### src/hw/rtl/rgbconv_pkg.sv
// ----------------------------------------------------------------------------
// rgbconv_pkg
// Shared types and constants of the rgb 3x3 convolution filter.
// ----------------------------------------------------------------------------
package rgbconv_pkg;

   localparam int IMG_W_BITS   = 11;
   localparam int IMG_H_BITS   = 13;
   localparam int CHAN_BITS    = 8;
   localparam int PIX_BITS     = 3 * CHAN_BITS;
   localparam int CSR_IDX_BITS = 3;

   localparam logic [CHAN_BITS-1:0] CHAN_MAX = 8'd255;

   localparam logic [CSR_IDX_BITS-1:0] CSR_IMAGE_WIDTH   = 3'd0;
   localparam logic [CSR_IDX_BITS-1:0] CSR_IMAGE_HEIGHT  = 3'd1;
   localparam logic [CSR_IDX_BITS-1:0] CSR_KERNEL_TOP    = 3'd2;
   localparam logic [CSR_IDX_BITS-1:0] CSR_KERNEL_MID    = 3'd3;
   localparam logic [CSR_IDX_BITS-1:0] CSR_KERNEL_BOTTOM = 3'd4;

   typedef enum logic {
      OP_PIXEL = 1'b0,
      OP_DRAIN = 1'b1
   } op_type;

   typedef struct packed {
      op_type              op;
      logic [PIX_BITS-1:0] pix;
   } item_type;

endpackage

### src/hw/rtl/rgbconv_front.sv
// ----------------------------------------------------------------------------
// rgbconv_front
// Accepts request transactions, tags them as pixel or drain and queues them.
// ----------------------------------------------------------------------------
module rgbconv_front (
   input  logic                  clock,
   input  logic                  reset,
   input  logic                  req_valid,
   output logic                  req_stall,
   input  logic                  req_kind,
   input  logic [7:0]            req_red,
   input  logic [7:0]            req_green,
   input  logic [7:0]            req_blue,
   output logic                  q_valid,
   output rgbconv_pkg::item_type q_item,
   input  logic                  q_pop
);
   import rgbconv_pkg::*;

   localparam int QDEPTH = 2;
   localparam int QPW    = $clog2(QDEPTH);

   item_type         mem_ff [QDEPTH];
   logic [QPW-1:0]   wr_ptr_ff;
   logic [QPW-1:0]   rd_ptr_ff;
   logic [QPW:0]     cnt_ff;
   logic             push;
   logic             pop;
   item_type         new_item;

   assign req_stall = (cnt_ff == (QPW+1)'(QDEPTH));
   assign push      = req_valid && !req_stall;
   assign q_valid   = (cnt_ff != '0);
   assign pop       = q_pop && q_valid;
   assign q_item    = mem_ff[rd_ptr_ff];

   always_comb begin
      new_item.op  = req_kind ? OP_DRAIN : OP_PIXEL;
      new_item.pix = {req_blue, req_green, req_red};
   end

   always_ff @(posedge clock) begin
      if (push) begin
         mem_ff[wr_ptr_ff] <= new_item;
      end
   end

   always_ff @(posedge clock) begin
      if (reset) begin
         wr_ptr_ff <= '0;
         rd_ptr_ff <= '0;
         cnt_ff    <= '0;
      end else begin
         if (push) begin
            wr_ptr_ff <= wr_ptr_ff + QPW'(1);
         end
         if (pop) begin
            rd_ptr_ff <= rd_ptr_ff + QPW'(1);
         end
         if (push && !pop) begin
            cnt_ff <= cnt_ff + (QPW+1)'(1);
         end else if (pop && !push) begin
            cnt_ff <= cnt_ff - (QPW+1)'(1);
         end
      end
   end

endmodule

### config.mk
export PLATFORM = sky130hd
export DESIGN_NAME = rgbconv_front
export DESIGN_NICKNAME = d
export VERILOG_FILES = /design/src/hw/rtl/rgbconv_pkg.sv /design/src/hw/rtl/rgbconv_front.sv
export SDC_FILE = /design/constraint.sdc
export NUM_CORES = 1
export LEC_CHECK = 0
export ABC_AREA = 1
export ABC_CLOCK_PERIOD_IN_PS = 2780
export BUFFER_PORTS_ARGS = -buffer_cell sky130_fd_sc_hd__clkbuf_2
export CAP_MARGIN = 10
export CELL_PAD_IN_SITES_DETAIL_PLACEMENT = 0
export CELL_PAD_IN_SITES_GLOBAL_PLACEMENT = 1
export CORE_UTILIZATION = 43
export CTS_CLUSTER_SIZE = 40
export DETAILED_ROUTE_END_ITERATION = 8
export PLACE_DENSITY = 0.84
export SLEW_MARGIN = 40
export SYNTH_ARGS = -nofsm -noshare
export SYNTH_HDL_FRONTEND = slang
export SYNTH_SLANG_ARGS = --single-unit
export TNS_END_PERCENT = 5
### constraint.sdc
create_clock -name clock -period 2.78 [get_ports clock]
set_input_delay 0.695 -clock clock [delete_from_list [all_inputs] [get_ports clock]]
set_output_delay 0.695 -clock clock [all_outputs]
set_load 0.02 [all_outputs]
### After elaboration in Yosys (flattened, before gate mapping)

Memory sizes are Yosys's and may differ from the RTL's. A register that Yosys moved wholly into a read port is not among the register bits.
Index checks and enable logic that the tools add are counted.
Widths: inputs -> output; s select.

| word-level totals | value |
|---|---|
| register bits after elaboration | 4 |
| memory bits (writable) | 50 |
| input bits | 29 |
| output and inout port bits | 27 |
| word-level logic and storage cells | 25 |
| memories | 1 |

Memory list:

| memory | words | bits a word | read ports | clocked after memory_dff | write ports | RTL line | source |
|---|---|---|---|---|---|---|---|
| mem_ff | 2 | 25 | 1 | 1 | 1 | rgbconv_front.sv:23 | `item_type mem_ff [QDEPTH];` |

| operators by class | value |
|---|---|
| add/sub/neg operators | 4 |
| equality and inequality tests | 1 |
| multiplexer cells | 7 |
| reductions and logical operators | 9 |

Operator list:

| operator | count |
|---|---|
| $mux 1 | 5 |
| $logic_and 1x1->1 | 4 |
| $mux 2 | 2 |
| $reduce_bool 2->1 | 2 |
| $logic_not 1->1 | 3 |
| $add 1x1->1 const B | 2 |
| $add 2x1->2 const B | 1 |
| $eq 2x2->1 const B | 1 |
| $sub 2x1->2 const B | 1 |

### Longest topological paths before layout

| logic depth | value |
|---|---|
| depth in word-level cells | 7 |
| gate-level depth with buffers | 10 |
| gate-level depth less buffers | 10 |

### Worst setup path before layout

Ideal clock, no wire load.

| path | value |
|---|---|
| kind | input -> register |
| start | input port req_valid |
| end | memory mem_ff[1][0] (netlist bit), enable pin |
| setup time | 0.407 ns |
| arrival | 1.826 ns |
| required time | 2.373 ns |
| slack | 0.547 ns |
| stages | 2 |
| path buffers | 0 |
| cell sequence | o21ai_2 > nor2_1 |

| on the way | value |
|---|---|
| cells in the longest elaborated chain, start to end | 3 |

Ends and longest elaborated chain:

| what | RTL line | source |
|---|---|---|
| start, declared | rgbconv_front.sv:8 | `input logic req_valid,` |
| $logic_and 1x1->1 | rgbconv_front.sv:32 | `assign push = req_valid && !req_stall;` |
| $mux 1 | rgbconv_front.sv:43 | `if (push) begin` |
| $mux 1 (not written as such) | rgbconv_front.sv:44 | `mem_ff[wr_ptr_ff] <= new_item;` |
| end, declared | rgbconv_front.sv:23 |  |

Every way passes these cells.

==> impl_results.md <==
- Max cap viols: 0
- CTS resizes: 0
- Hold Path Origin: rd_ptr_ff
- Setup violations, final: 0
- Status: finished clean
- Placed cell area: 2500 um2
- Later-pin clock latency in the skew report: 0.29 ns
- CTS HTree Levels: 2
- Clk pwr share: 0.177
- Critical path cell sequence: buf_4 > mux2_2 > clkbuf_2
- Vias/cell: 4.57
- GRT Total Usage: 0.130
- Flops & latches, synth: 55
- Mapped Avg Cell Area: 18.7 um2
- Dominant cell type by area after synthesis: edfxtp_1
- Max frequency: 0.429 GHz
- Global route overflow: 0
- CP required: 2.09 ns
- Sequential power share: 0.495
- DRC Markers: 0
- Post-CTS Hold Fix Bufs: 0
- Core area: 4790 um2
- Number of placed I/O pins: 56
- Internal cell power: 1.52 mW
- CP Max Fanout: 23
- Root buffer cell: clkbuf_8
- Critical Path End Type: primary output
- Part of the cycle the worst path needs: 0.838
- Post-route clock skew: 0.00536 ns
- Critical path class: flip-flop to primary output
- Synth top area share: 0.697
- Fin. max-slew vios: 0
- Total CTS buffers: 5
- Crit path buffers/inverters: 2
- Seq/Total Area, Yosys: 0.744
- CTS tree: done
- Final Util: 0.539
- Die area: 5290 um2
- Clock period minus worst slack: 2.33 ns
- DRT Wirelength: 3200 um
- First-pass GRT wire length: 4990 um
- Nets: 209
- Cell count after synthesis: 115
- Wirelength per Cell: 13.0 um
- P_leak: 1.06 nW
- Starting density of the core: 0.450
- Row Count: 25
- Critical Path Max Stage Delay: 0.40 ns
- Finished Cell Area: 2580 um2
- Synth area leaders: edfxtp_1 (70%), mux2_4 (14%), dfxtp_1 (4.6%)
- Worst flop-to-flop path startpoint: cnt_ff[1]
- Setup tns final: 0 ns
- Hold Crit Class: flip-flop to flip-flop
- Netlist cell types: 15
- Sw Share: 0.309
- CP arrival: 1.63 ns
- Die X: 72.8 um
- Switch Pwr: 0.679 mW
- Initial antenna violation count: 0
- Post-Syn Nets: 145
- Initial DRC count: 103
- Critical path's top delay family: buffers and inverters
- HPWL Detailed: 2410 um
- RSZ-0062 raised after global routing: false
- Number of global-route vias before repair: 1069
- Clk buf depth: 2
- # fillers: 415
- Relative slew margins: 0.731
- Final Power: 2.20 mW
- Input/output buffers: 55
- PwrDens: 851 nW/um2
- Via Count: 1123
- Synth-to-Final Area Change: 19.9%
- Pre-Repair DR Iteration Count: 4
- Least-Margin Pin Slew: 0.403 ns
- Cell area after synthesis: 2150 um2
- Die Ht: 72.8 um
- Clk sinks: 55
- Number of synthesis warnings: 0
- Setup Buffers After CTS: 0
- Final Hold Viols: 0
- Clock-pin slew of the registers on the worst-case setup and hold paths: 0.08 ns
- Max VDD drop: 0.412 mV
- Largest net degree at the start of global routing: 24
- Ant. Diodes: 0
- Routability Congestion: 0.644
- CP max stage cell: dfxtp_1
- Routed Antenna Nets: 0
- Comb pwr share: 0.328
- Share of layout cells above drive strength 1: 0.525
- Startpoint types: flip-flop
area by class of cell:
| class | instances | area (um2) | area share |
|---|---|---|---|
| repair buffers | 60 | 313 | 0.121 |
| flip-flops and latches | 55 | 1600 | 0.620 |
| clock buffers | 5 | 68.8 | 0.0267 |
| multi-input cells | 49 | 475 | 0.184 |
| well taps | 67 | 83.8 | 0.0325 |
| inverters | 8 | 30.0 | 0.0116 |
| clock inverters | 2 | 8.76 | 0.00339 |
cells in the final DEF (no fill, tap or decap):
cell / n
clkinv_2: 1
o21ai_2: 1
a21oi_1: 2
ha_1: 1
nor2_1: 6
clkbuf_2: 55
edfxtp_1: 50
o21ai_0: 2
nand4_1: 1
nor2_2: 2
mux2_2: 5
clkinv_1: 1
nand2_1: 7
buf_4: 5
inv_1: 8
clkbuf_8: 5
mux2_4: 20
dfxtp_1: 5
nand3_1: 2
cell usage after synthesis:
| cell | count |
|---|---|
| inv_1 | 8 |
| ha_1 | 1 |
| o21ai_2 | 1 |
| nand3_1 | 2 |
| dfxtp_1 | 5 |
| nand2_1 | 7 |
| edfxtp_1 | 50 |
| buf_6 | 1 |
| buf_12 | 2 |
| o21ai_0 | 2 |
| mux2_2 | 5 |
| nand4_1 | 1 |
| nor2_1 | 8 |
| mux2_4 | 20 |
| a21oi_1 | 2 |
logic make-up after synthesis:
| group | count (synthesis) | synth area share |
|---|---|---|
| AOI/OAI and AO/OA | 5 | 0.0134 |
| adders and majority gates | 1 | 0.00581 |
| buffers and inverters | 11 | 0.0378 |
| DFF | 55 | 0.744 |
| muxes | 25 | 0.166 |
| and+or+nand+nor | 18 | 0.0337 |
per-layer routing:
| metal | up-vias | share of wire | routed length, um | global-route usage |
|---|---|---|---|---|
| met3 | 6 | 0.049 | 156 | 0.0414 |
| met2 | 42 | 0.49 | 1580 | 0.211 |
| met5 | - | 0 | 0 | 0 |
| li1 | 550 | - | - | - |
| met1 | 525 | 0.44 | 1420 | 0.168 |
| met4 | 0 | 0.013 | 43 | 0.0392 |
flip-flops by register name, summed over array words and instances, names as in the netlist, named ones only:
name,count
wr_ptr_ff,1
cnt_ff,2
mem_ff,50
rd_ptr_ff,1
path summary, 6_finish.rpt:
check,slack (ns),depth (start not counted),endpoint
max reg2reg,1.33,9,cnt_ff[1]
min,0.51,2,rd_ptr_ff
max,0.45,3,q_item[3]
min reg2reg,0.51,2,rd_ptr_ff
worst min-delay path: stages (launching register included):
cell	delay, ns
dfxtp_1	0.33
a21oi_1	0.05
nor2_1	0.09
through the flow:
| stage | worst slack (ns) | hold slack [ns] | std cells |
|---|---|---|---|
| floorplan | 0.547 | 0.465 | 115 |
| global placement | 0.793 | 0.487 | 239 |
| detailed placement | 0.764 | 0.502 | 239 |
| CTS | 0.427 | 0.522 | 246 |
| global route | 0.373 | 0.555 | 246 |
| finish | 0.452 | 0.513 | 246 |
power by group through the flow:
stage	combinational [mW]	sequential, mW	clock (mW)
global placement	0.711	1.10	0
detailed placement	0.728	1.11	0
finish	0.720	1.09	0.389
floorplan	0.561	1.10	0
global route	0.779	1.10	0.439
CTS	0.729	1.09	0.407
(Power assumes the default switching activity.)
